<file path="config.mk">
export PLATFORM = sky130hd
export DESIGN_NAME = motor_ramp_pwm_drive
export DESIGN_NICKNAME = d
export VERILOG_FILES = /design/src/sv/mrpd_pkg.sv /design/src/sv/mrpd_front.sv /design/src/sv/mrpd_queue.sv /design/src/sv/mrpd_back.sv /design/src/sv/motor_ramp_pwm_drive.sv
export SDC_FILE = /design/constraint.sdc
export NUM_CORES = 1
export LEC_CHECK = 0
export CAP_MARGIN = 20
export CORE_UTILIZATION = 60
export CTS_CLUSTER_DIAMETER = 60
export DETAILED_ROUTE_END_ITERATION = 10
export DONT_BUFFER_PORTS = 1
export GPL_ROUTABILITY_DRIVEN = 1
export PLACE_DENSITY_LB_ADDON = 0.2
export SYNTH_ARGS = -nofsm -noshare
export SYNTH_HDL_FRONTEND = slang
export SYNTH_SLANG_ARGS = --single-unit
</file>
<file path="constraint.sdc">
create_clock -name clock -period 4.91 [get_ports clock]
set_clock_uncertainty 0.15 [all_clocks]
set_input_delay 0.491 -clock clock [delete_from_list [all_inputs] [get_ports clock]]
set_output_delay 0.491 -clock clock [all_outputs]
set_load 0.005 [all_outputs]
</file>
<file path="src/sv/mrpd_pkg.sv">
// Shared types, constants and register codes of the motor ramp and PWM drive.
`timescale 1ns / 1ps

package mrpd_pkg;

   localparam int Motors      = 4;
   localparam int SpeedW      = 8;
   localparam int StepW       = 7;
   localparam int LimitW      = 7;
   localparam int DutyW       = 8;
   localparam int TicksW      = 2;
   localparam int CsrIndexW   = 3;
   localparam int CsrDataW    = 7;
   localparam int QueueDepth  = 2;
   localparam int QueuePtrW   = (QueueDepth > 1) ? $clog2(QueueDepth) : 1;
   localparam int QueueCountW = $clog2(QueueDepth + 1);

   // command codes of an input word
   localparam logic CmdSpeed = 1'b0;
   localparam logic CmdTick  = 1'b1;

   // duty = mag*255/100 done as one multiply by a scaled reciprocal
   localparam int          ScaleShift = 22;
   localparam int          Recip100   = ((2 ** ScaleShift) + 99) / 100;
   localparam int          DutyMulW   = 24;
   localparam int          ScaledW    = 9;
   localparam int          ProdW      = LimitW + DutyMulW;
   localparam logic [DutyMulW-1:0] DutyMul = DutyMulW'(255 * Recip100);
   localparam logic [DutyW-1:0]    DutyFull = '1;

   typedef logic signed [SpeedW-1:0] speed_type;
   typedef logic [Motors-1:0][SpeedW-1:0] speed_vec_type;

   typedef enum logic [CsrIndexW-1:0] {
      REG_RAMP_MODE    = 3'd0,
      REG_RAMP_STEP    = 3'd1,
      REG_SPEED_LIMIT  = 3'd2,
      REG_REVERSE_MASK = 3'd3,
      REG_ALT_PWM_MASK = 3'd4
   } csr_index_type;

   typedef struct packed {
      logic              ramp_mode;
      logic [StepW-1:0]  ramp_step;
      logic [LimitW-1:0] speed_limit;
      logic [Motors-1:0] reverse_mask;
      logic [Motors-1:0] alt_pwm_mask;
   } cfg_type;

   localparam cfg_type CfgReset = '{
      ramp_mode:    1'b0,
      ramp_step:    7'd3,
      speed_limit:  7'd100,
      reverse_mask: 4'd0,
      alt_pwm_mask: 4'd0
   };

   typedef struct packed {
      logic      cmd;
      speed_type target_a;
      speed_type target_b;
      speed_type target_c;
      speed_type target_d;
   } req_type;

   typedef struct packed {
      logic [DutyW-1:0] duty_a;
      logic [DutyW-1:0] duty_b;
      logic [DutyW-1:0] duty_c;
      logic [DutyW-1:0] duty_d;
      logic             reverse_a;
      logic             reverse_b;
      logic             reverse_c;
      logic             reverse_d;
   } rsp_type;

   // one set of speeds to drive, between front end, queue and back end
   typedef struct packed {
      logic          valid;
      speed_vec_type speeds;
   } drive_req_type;

endpackage

</file>
<file path="src/sv/mrpd_front.sv">
// Front end: takes words, counts ticks and runs the speed ramp.
`timescale 1ns / 1ps

module mrpd_front
   import mrpd_pkg::*;
(
   input  logic          clock,
   input  logic          reset,
   input  cfg_type       cfg,
   input  logic          req_push,
   input  req_type       req_word,
   input  logic          q_full,
   output drive_req_type push_req
);

   speed_vec_type     cur_ff, cur_in;
   logic [TicksW-1:0] ticks_ff, ticks_in;
   speed_vec_type     tgt, stepped;
   logic              accept, step_now;

   function automatic speed_type ramp_one(input speed_type cur, input speed_type tgt_v,
                                          input logic [StepW-1:0] step);
      logic signed [SpeedW:0] diff;
      logic [SpeedW:0]        mag;
      logic signed [SpeedW:0] step9;
      logic signed [SpeedW:0] res;
      diff  = {tgt_v[SpeedW-1], tgt_v} - {cur[SpeedW-1], cur};
      mag   = diff[SpeedW] ? (SpeedW+1)'(-diff) : diff;
      step9 = $signed({{(SpeedW+1-StepW){1'b0}}, step});
      if (mag < {{(SpeedW+1-StepW){1'b0}}, step}) begin
         res = {tgt_v[SpeedW-1], tgt_v};
      end else if (diff > 0) begin
         res = {cur[SpeedW-1], cur} + step9;
      end else if (diff < 0) begin
         res = {cur[SpeedW-1], cur} - step9;
      end else begin
         res = {cur[SpeedW-1], cur};
      end
      return res[SpeedW-1:0];
   endfunction

   assign tgt[0] = req_word.target_a;
   assign tgt[1] = req_word.target_b;
   assign tgt[2] = req_word.target_c;
   assign tgt[3] = req_word.target_d;

   assign accept   = req_push && !q_full;
   assign step_now = !req_word.cmd && cfg.ramp_mode && (ticks_ff >= TicksW'(2));

   always_comb begin
      for (int i = 0; i < Motors; i++) begin
         stepped[i] = ramp_one(cur_ff[i], tgt[i], cfg.ramp_step);
      end
   end

   always_comb begin
      push_req.valid  = accept && !req_word.cmd;
      push_req.speeds = cfg.ramp_mode ? (step_now ? stepped : cur_ff) : tgt;
   end

   always_comb begin
      cur_in   = cur_ff;
      ticks_in = ticks_ff;
      if (accept) begin
         if (req_word.cmd) begin
            if (ticks_ff != '1) ticks_in = ticks_ff + TicksW'(1);
         end else if (step_now) begin
            cur_in   = stepped;
            ticks_in = '0;
         end
      end
   end

   always_ff @(posedge clock) begin
      if (reset) begin
         cur_ff   <= '0;
         ticks_ff <= '0;
      end else begin
         cur_ff   <= cur_in;
         ticks_ff <= ticks_in;
      end
   end

endmodule

</file>
<file path="src/sv/mrpd_queue.sv">
// Short queue of drive words between front end and back end.
`timescale 1ns / 1ps

module mrpd_queue
   import mrpd_pkg::*;
(
   input  logic          clock,
   input  logic          reset,
   input  drive_req_type push_req,
   output logic          full,
   output drive_req_type head,
   input  logic          pop
);

   speed_vec_type          entries_ff [QueueDepth];
   logic [QueuePtrW-1:0]   wr_ptr_ff, wr_ptr_in;
   logic [QueuePtrW-1:0]   rd_ptr_ff, rd_ptr_in;
   logic [QueueCountW-1:0] count_ff, count_in;
   logic                   do_push, do_pop;

   function automatic logic [QueuePtrW-1:0] ptr_next(input logic [QueuePtrW-1:0] p);
      return (p == QueuePtrW'(QueueDepth - 1)) ? '0 : p + QueuePtrW'(1);
   endfunction

   assign full        = (count_ff == QueueCountW'(QueueDepth));
   assign head.valid  = (count_ff != '0);
   assign head.speeds = entries_ff[rd_ptr_ff];

   assign do_push = push_req.valid && !full;
   assign do_pop  = pop && head.valid;

   always_comb begin
      wr_ptr_in = do_push ? ptr_next(wr_ptr_ff) : wr_ptr_ff;
      rd_ptr_in = do_pop ? ptr_next(rd_ptr_ff) : rd_ptr_ff;
      count_in  = count_ff;
      if (do_push && !do_pop) count_in = count_ff + QueueCountW'(1);
      if (do_pop && !do_push) count_in = count_ff - QueueCountW'(1);
   end

   always_ff @(posedge clock) begin
      if (do_push) entries_ff[wr_ptr_ff] <= push_req.speeds;
   end

   always_ff @(posedge clock) begin
      if (reset) begin
         wr_ptr_ff <= '0;
         rd_ptr_ff <= '0;
         count_ff  <= '0;
      end else begin
         wr_ptr_ff <= wr_ptr_in;
         rd_ptr_ff <= rd_ptr_in;
         count_ff  <= count_in;
      end
   end

endmodule

</file>
<file path="src/sv/mrpd_back.sv">
// Back end: reverse and clamp stage, then duty stage and result register.
`timescale 1ns / 1ps

module mrpd_back
   import mrpd_pkg::*;
(
   input  logic          clock,
   input  logic          reset,
   input  cfg_type       cfg,
   input  drive_req_type head,
   output logic          q_pop,
   output logic          rsp_empty,
   input  logic          rsp_pop,
   output rsp_type       rsp_word
);

   typedef struct packed {
      logic              neg;
      logic              alt;
      logic [LimitW-1:0] mag;
   } lane_type;

   typedef lane_type [Motors-1:0] lane_vec_type;

   lane_vec_type      lanes;
   lane_vec_type      s1_lanes_ff;
   logic              s1_valid_ff, s1_valid_in;
   rsp_type           rsp_word_ff, rsp_word_in;
   logic              s2_valid_ff, s2_valid_in;
   logic              s1_take, s2_advance, s2_drain;
   logic [DutyW-1:0]  duty [Motors];
   logic [Motors-1:0] dir;

   function automatic lane_type clamp_lane(input speed_type spd, input logic rev,
                                           input logic alt, input logic [LimitW-1:0] lim);
      logic signed [SpeedW:0] s9;
      logic signed [SpeedW:0] lim9;
      logic [SpeedW:0]        mag9;
      lane_type               l;
      s9   = {spd[SpeedW-1], spd};
      if (rev) s9 = -s9;
      lim9 = $signed({{(SpeedW+1-LimitW){1'b0}}, lim});
      if (s9 > lim9) begin
         s9 = lim9;
      end else if (s9 < -lim9) begin
         s9 = -lim9;
      end
      mag9  = s9[SpeedW] ? (SpeedW+1)'(-s9) : s9;
      l.neg = s9[SpeedW];
      l.alt = alt;
      l.mag = mag9[LimitW-1:0];
      return l;
   endfunction

   function automatic logic [DutyW-1:0] duty_of(input lane_type l);
      logic [ProdW-1:0]   prod;
      logic [ScaledW-1:0] scaled;
      logic               sat;
      logic [DutyW-1:0]   d;
      prod   = ProdW'(l.mag) * ProdW'(DutyMul);
      scaled = prod[ScaleShift +: ScaledW];
      sat    = scaled[ScaledW-1];
      if (!l.neg || l.alt) begin
         d = sat ? DutyFull : scaled[DutyW-1:0];
      end else begin
         d = sat ? '0 : DutyFull - scaled[DutyW-1:0];
      end
      return d;
   endfunction

   // handshakes of the two stages
   assign s2_drain   = s2_valid_ff && rsp_pop;
   assign s2_advance = s1_valid_ff && (!s2_valid_ff || rsp_pop);
   assign s1_take    = !s1_valid_ff || s2_advance;
   assign q_pop      = head.valid && s1_take;

   always_comb begin
      for (int i = 0; i < Motors; i++) begin
         lanes[i] = clamp_lane(head.speeds[i], cfg.reverse_mask[i],
                               cfg.alt_pwm_mask[i], cfg.speed_limit);
      end
   end

   always_comb begin
      for (int i = 0; i < Motors; i++) begin
         duty[i] = duty_of(s1_lanes_ff[i]);
         dir[i]  = s1_lanes_ff[i].neg;
      end
   end

   always_comb begin
      rsp_word_in.duty_a    = duty[0];
      rsp_word_in.duty_b    = duty[1];
      rsp_word_in.duty_c    = duty[2];
      rsp_word_in.duty_d    = duty[3];
      rsp_word_in.reverse_a = dir[0];
      rsp_word_in.reverse_b = dir[1];
      rsp_word_in.reverse_c = dir[2];
      rsp_word_in.reverse_d = dir[3];
   end

   always_comb begin
      s1_valid_in = q_pop ? 1'b1 : (s2_advance ? 1'b0 : s1_valid_ff);
      s2_valid_in = s2_advance ? 1'b1 : (s2_drain ? 1'b0 : s2_valid_ff);
   end

   always_ff @(posedge clock) begin
      if (q_pop) s1_lanes_ff <= lanes;
      if (s2_advance) rsp_word_ff <= rsp_word_in;
   end

   always_ff @(posedge clock) begin
      if (reset) begin
         s1_valid_ff <= 1'b0;
         s2_valid_ff <= 1'b0;
      end else begin
         s1_valid_ff <= s1_valid_in;
         s2_valid_ff <= s2_valid_in;
      end
   end

   assign rsp_empty = !s2_valid_ff;
   assign rsp_word  = rsp_word_ff;

endmodule

</file>
<file path="src/sv/motor_ramp_pwm_drive.sv">
// Top level of the four-motor speed ramp and PWM drive.
`timescale 1ns / 1ps

// Takes one word per clock while req_full is low: a tick word (cmd 1)
// bumps the millisecond count and gives no result; a speed word (cmd 0)
// gives exactly one result word of four duties and four direction bits.
// Results come out in order: a taken speed word's entry is written into
// the queue, then moved into the reverse/clamp stage and then into the
// duty stage, whose register drives rsp_word. req_full rises only when
// the result side has stopped popping and four results are held inside
// (queue plus both back-end stages); a steady pop keeps one word per cycle
// flowing. Ramp state and the tick count live in the front end and update
// as each word is taken, so the back end may lag without affecting them.
// Duty is |s|*255/100 truncated (one constant multiply per motor), or
// 255 minus that for negative speeds on motors whose alt bit is clear;
// it saturates when the speed limit is above 100. Configuration writes take
// effect at once and are meant to happen while no speed word is in flight.
// Register indexes: 0 ramp_mode, 1 ramp_step, 2 speed limit, 3 reverse_mask,
// 4 alt_pwm_mask; writes to other indexes are dropped.

module motor_ramp_pwm_drive
   import mrpd_pkg::*;
(
   input  logic                 clock,
   input  logic                 reset,
   input  logic                 req_push,
   output logic                 req_full,
   input  req_type              req_word,
   output logic                 rsp_empty,
   input  logic                 rsp_pop,
   output rsp_type              rsp_word,
   input  logic                 csr_write_en,
   input  logic [CsrIndexW-1:0] csr_index,
   input  logic [CsrDataW-1:0]  csr_wdata
);

   cfg_type       cfg_ff, cfg_in;
   drive_req_type push_req;
   drive_req_type head;
   logic          q_full;
   logic          q_pop;

   // configuration registers
   always_comb begin
      cfg_in = cfg_ff;
      if (csr_write_en) begin
         case (csr_index)
            REG_RAMP_MODE:    cfg_in.ramp_mode    = csr_wdata[0];
            REG_RAMP_STEP:    cfg_in.ramp_step    = csr_wdata[StepW-1:0];
            REG_SPEED_LIMIT:  cfg_in.speed_limit  = csr_wdata[LimitW-1:0];
            REG_REVERSE_MASK: cfg_in.reverse_mask = csr_wdata[Motors-1:0];
            REG_ALT_PWM_MASK: cfg_in.alt_pwm_mask = csr_wdata[Motors-1:0];
            default: cfg_in = cfg_ff;
         endcase
      end
   end

   always_ff @(posedge clock) begin
      if (reset) begin
         cfg_ff <= CfgReset;
      end else begin
         cfg_ff <= cfg_in;
      end
   end

   // front end: tick count and ramp
   mrpd_front u_front (
      .clock    (clock),
      .reset    (reset),
      .cfg      (cfg_ff),
      .req_push (req_push),
      .req_word (req_word),
      .q_full   (q_full),
      .push_req (push_req)
   );

   // decouples ramp from drive stages
   mrpd_queue u_queue (
      .clock    (clock),
      .reset    (reset),
      .push_req (push_req),
      .full     (q_full),
      .head     (head),
      .pop      (q_pop)
   );

   // back end: clamp, duty, result register
   mrpd_back u_back (
      .clock     (clock),
      .reset     (reset),
      .cfg       (cfg_ff),
      .head      (head),
      .q_pop     (q_pop),
      .rsp_empty (rsp_empty),
      .rsp_pop   (rsp_pop),
      .rsp_word  (rsp_word)
   );

   assign req_full = q_full;

endmodule

</file>
==> impl_metrics.toml <==
[clock_tree]
clk_transition_reported_paths_ns = 0.08
cts-buffers-inserted = 17
cts_root_buffer = "sky130_fd_sc_hd__clkbuf_16"
tritoncts = "built"
htree_levels = 4
clkSinkCount = 200
clkLatencyLatePin_ns = 0.47
cts-root-to-sink-buffers = 2

[sta]
max_slew.worst_pin.slew_ns = 1.06
report.final.setup_viol = 0
min_period_over_period = 0.958
final_max_slew_viol_count = 0
timing_hold_violations_final = 0
headroom_to_the_max_slew_limit = 0.291
achievable-frequency_ghz = 0.213
period_needed_ns = 4.71

[route]
dr_total_vias = 18978
count_of_nets_left_with_antenna_violations_after_detail_routing = 0
drtPass1Iterations = 5
finalWirelength_um = 57700
viasPerCell = 6.13
detail_route.wl_per_cell_um = 18.6
post-route-drc-count = 0
drt-initial-drc-count = 1236

[grt]
grt.total_usage = 0.299
initial_antenna_violation_count = 0
first_global_vias = 18543
overflow = 0
grt_start_max_net_pins = 60
grt_pass1_wl_um = 93000

[cells_and_area]
finish.utilization = 0.667
insertedDiodeCount = 0
multi_input_comb_area_um2 = 16300
fill_cells = 3024
final_net_count = 3110
layoutNonFillerInstCount = 3096
final_layout_size_suffix_gt1_frac = 0.0795
syn2layout_area_growth_pct = 8.37
final-seq-area_um2 = 5370

[setup_path]
rr_worst_depth = 21
critical_path_required_ns = 4.98
worst_setup_path_end_kind = "register"
path_class = "reg -> reg"
path_max_fanout = 4
worst_ep_arrival_time_ns = 4.77
worst_setup_path_start_kind = "register"

[die]
row_cnt = 70
ioPinCount = 86
initial_core_util = 0.616
chip_height_um = 197
total_die_area_um2 = 38700
core_um2 = 37000
die_w_um = 197

[logic_synthesis]
synth_fp_nets = 3068
synth-edff-count = 136
synth_cells = 2537
share_of_synthesized_area_occupied_by_flip_flops_and_latches = 0.236
yosys.area.top_type = "sky130_fd_sc_hd__ha_1"
ys_ff_latch = 200
netlist_area_um2 = 22800
netlist-cell-type-count = 87
netlist_top_cells_area = "sky130_fd_sc_hd__ha_1, sky130_fd_sc_hd__edfxtp_1, sky130_fd_sc_hd__dfxtp_1, sky130_fd_sc_hd__fa_1, sky130_fd_sc_hd__inv_1"
synth_top_area_frac = 0.230
postSynth.asyncResetShare = 0
syn_area_per_cell_um2 = 8.97
synth_ff_type = "sky130_fd_sc_hd__edfxtp_1"
yosys_warnings = 0

[place]
dp_hpwl_um = 44700
io_buffers = 0
place.gp.congestion = 0.937
placed_cells = 3041

[min_path]
worst_hold_path.num_cells = 2
hold_class = "in -> reg"

[outcome]
status = "finished, final reports clean"

[run]
drv.max_cap_violation_count = 0
## worst paths after layout
check	end	startpoint	slack (ns)
worst max-delay path	u_queue.entries_ff[1][0]	u_front.cur_ff[0]	0.20
worst min-delay path	cfg_ff[22]	csr_wdata[0]	0.01
worst min register to register	u_back.rsp_word[0]	u_back.dir[3]	0.30
worst max register to register	u_queue.entries_ff[1][0]	u_front.cur_ff[0]	0.20
## logic make-up (layout without fill, tap and decap cells)
logic type	Yosys count	in the layout	synth area share
AND/OR/NAND/NOR	647	647	0.139
AO/OA/AOI/OAI	630	630	0.182
adder cells (fa/ha/maj)	483	483	0.287
buffers and inverters	333	388	0.0567
flip-flops	200	200	0.236
XOR/XNOR	146	146	0.0562
multiplexers	98	98	0.0441
## through the flow
step           hold slack [ns]  TNS [ns]  setup slack, ns  area (µm²)
2_1_floorplan            0.258         0           0.0137       22800
4_1_cts                 0.0127         0          0.00131       24400
3_5_place_dp             0.277    -0.207          -0.0550       23700
6_report                0.0130         0            0.204       24700
3_3_place_gp             0.274         0           0.0757       23700
5_1_grt                 0.0145    -0.431          -0.0485       24700
## critical path, cell delays in order, from the launching register on
cell and delay [ns]:
sky130_fd_sc_hd__dfxtp_4 0.38, sky130_fd_sc_hd__ha_4 0.13, sky130_fd_sc_hd__inv_2 0.04, sky130_fd_sc_hd__fa_2 0.38, sky130_fd_sc_hd__a21o_1 0.16, sky130_fd_sc_hd__a21o_1 0.18, sky130_fd_sc_hd__a211o_1 0.30, sky130_fd_sc_hd__a21oi_2 0.16
sky130_fd_sc_hd__or2_4 0.15, sky130_fd_sc_hd__nand2_1 0.05, sky130_fd_sc_hd__o21ai_1 0.09, sky130_fd_sc_hd__ha_1 0.24, sky130_fd_sc_hd__a21boi_0 0.12, sky130_fd_sc_hd__o21a_1 0.23, sky130_fd_sc_hd__o211ai_1 0.19, sky130_fd_sc_hd__a21oi_1 0.11
sky130_fd_sc_hd__a211o_1 0.30, sky130_fd_sc_hd__a2111oi_4 0.36, sky130_fd_sc_hd__a21oi_2 0.12, sky130_fd_sc_hd__mux2i_1 0.22, sky130_fd_sc_hd__a21oi_1 0.09, sky130_fd_sc_hd__mux2_2 0.32
## per-layer routing
layer | up-vias | track usage | part of all wire
met2 | 552 | 0.509 | 0.47
met1 | 8992 | 0.382 | 0.44
met4 | 0 | 0.111 | 0.035
met5 | - | 0 | 0
met3 | 133 | 0.0472 | 0.057
li1 | 9301 | - | -
## Yosys cell counts, types with 41 or more instances
master and number:
sky130_fd_sc_hd__mux2i_1 79, sky130_fd_sc_hd__nor2b_1 53, sky130_fd_sc_hd__ha_1 419, sky130_fd_sc_hd__dfxtp_1 64, sky130_fd_sc_hd__inv_1 260, sky130_fd_sc_hd__o211ai_1 49, sky130_fd_sc_hd__edfxtp_1 136, sky130_fd_sc_hd__nor2_1 217
sky130_fd_sc_hd__o21ai_0 93, sky130_fd_sc_hd__fa_1 64, sky130_fd_sc_hd__xor2_1 41, sky130_fd_sc_hd__clkbuf_1 48, sky130_fd_sc_hd__a21oi_1 175, sky130_fd_sc_hd__nand3_1 55, sky130_fd_sc_hd__nand2_1 128, sky130_fd_sc_hd__nor3_1 47
sky130_fd_sc_hd__xnor2_1 105
## cell usage in the layout, fill, tap and decap left out, types with 8 or more instances in the layout
cell type and instances:
sky130_fd_sc_hd__ha_1 415, sky130_fd_sc_hd__inv_1 258, sky130_fd_sc_hd__nor2_1 214, sky130_fd_sc_hd__a21oi_1 170, sky130_fd_sc_hd__edfxtp_1 136, sky130_fd_sc_hd__nand2_1 128
sky130_fd_sc_hd__xnor2_1 104, sky130_fd_sc_hd__o21ai_0 90, sky130_fd_sc_hd__buf_4 84, sky130_fd_sc_hd__mux2i_1 78, sky130_fd_sc_hd__fa_1 63, sky130_fd_sc_hd__dfxtp_1 61
sky130_fd_sc_hd__nand3_1 55, sky130_fd_sc_hd__nor2b_1 52, sky130_fd_sc_hd__o211ai_1 49, sky130_fd_sc_hd__nor3_1 47, sky130_fd_sc_hd__xor2_1 39, sky130_fd_sc_hd__a21o_1 34
sky130_fd_sc_hd__a31oi_1 31, sky130_fd_sc_hd__o21ai_1 27, sky130_fd_sc_hd__o21a_1 25, sky130_fd_sc_hd__or3_1 24, sky130_fd_sc_hd__o22ai_1 24, sky130_fd_sc_hd__nand2b_1 23
sky130_fd_sc_hd__nand4_1 19, sky130_fd_sc_hd__clkbuf_16 18, sky130_fd_sc_hd__nor3b_1 17, sky130_fd_sc_hd__mux2_2 17, sky130_fd_sc_hd__a211o_1 15, sky130_fd_sc_hd__o31ai_1 14
sky130_fd_sc_hd__a311oi_1 14, sky130_fd_sc_hd__o21bai_1 14, sky130_fd_sc_hd__a211oi_1 13, sky130_fd_sc_hd__or2_2 12, sky130_fd_sc_hd__and3_1 9, sky130_fd_sc_hd__a2111oi_0 8
sky130_fd_sc_hd__and2_1 8
## sequential cells by signal (all words and copies together) (netlist names), named ones only
| name | flops |
|---|---|
| u_front.ticks_ff | 2 |
| u_queue.entries_ff | 64 |
| u_back.rsp_word | 36 |
| u_queue.rd_ptr_ff | 1 |
| u_back.s2_valid_ff | 1 |
| u_back.s1_lanes_ff | 32 |
| u_queue.count_ff | 2 |
| u_back.s1_valid_ff | 1 |
| u_front.cur_ff | 32 |
| u_back.dir | 4 |
| cfg_ff | 23 |
| u_queue.wr_ptr_ff | 1 |
## final cells by class
type                    count  area share
flip-flops and latches    200       0.218
multi-input cells        2004       0.662
repair buffers             94      0.0306
clock buffers              21      0.0191
clock inverters            11     0.00512
inverters                 262      0.0399
well taps                 504      0.0256
## timing repair
item / in CTS / in global routing
gates resized for setup: 1 / 39
buffers inserted: 0 / 14
endpoints found under the setup margin: 6 / 72
pin swaps: 0 / 17
endpoints found under the hold margin: 59 / 0
cloned: 0 / 1
hold buffers: 7 / 0
Power is left out: the tool's default activity adds up to more than one toggle a clock period on the data nets, which glitch-free logic cannot reach.
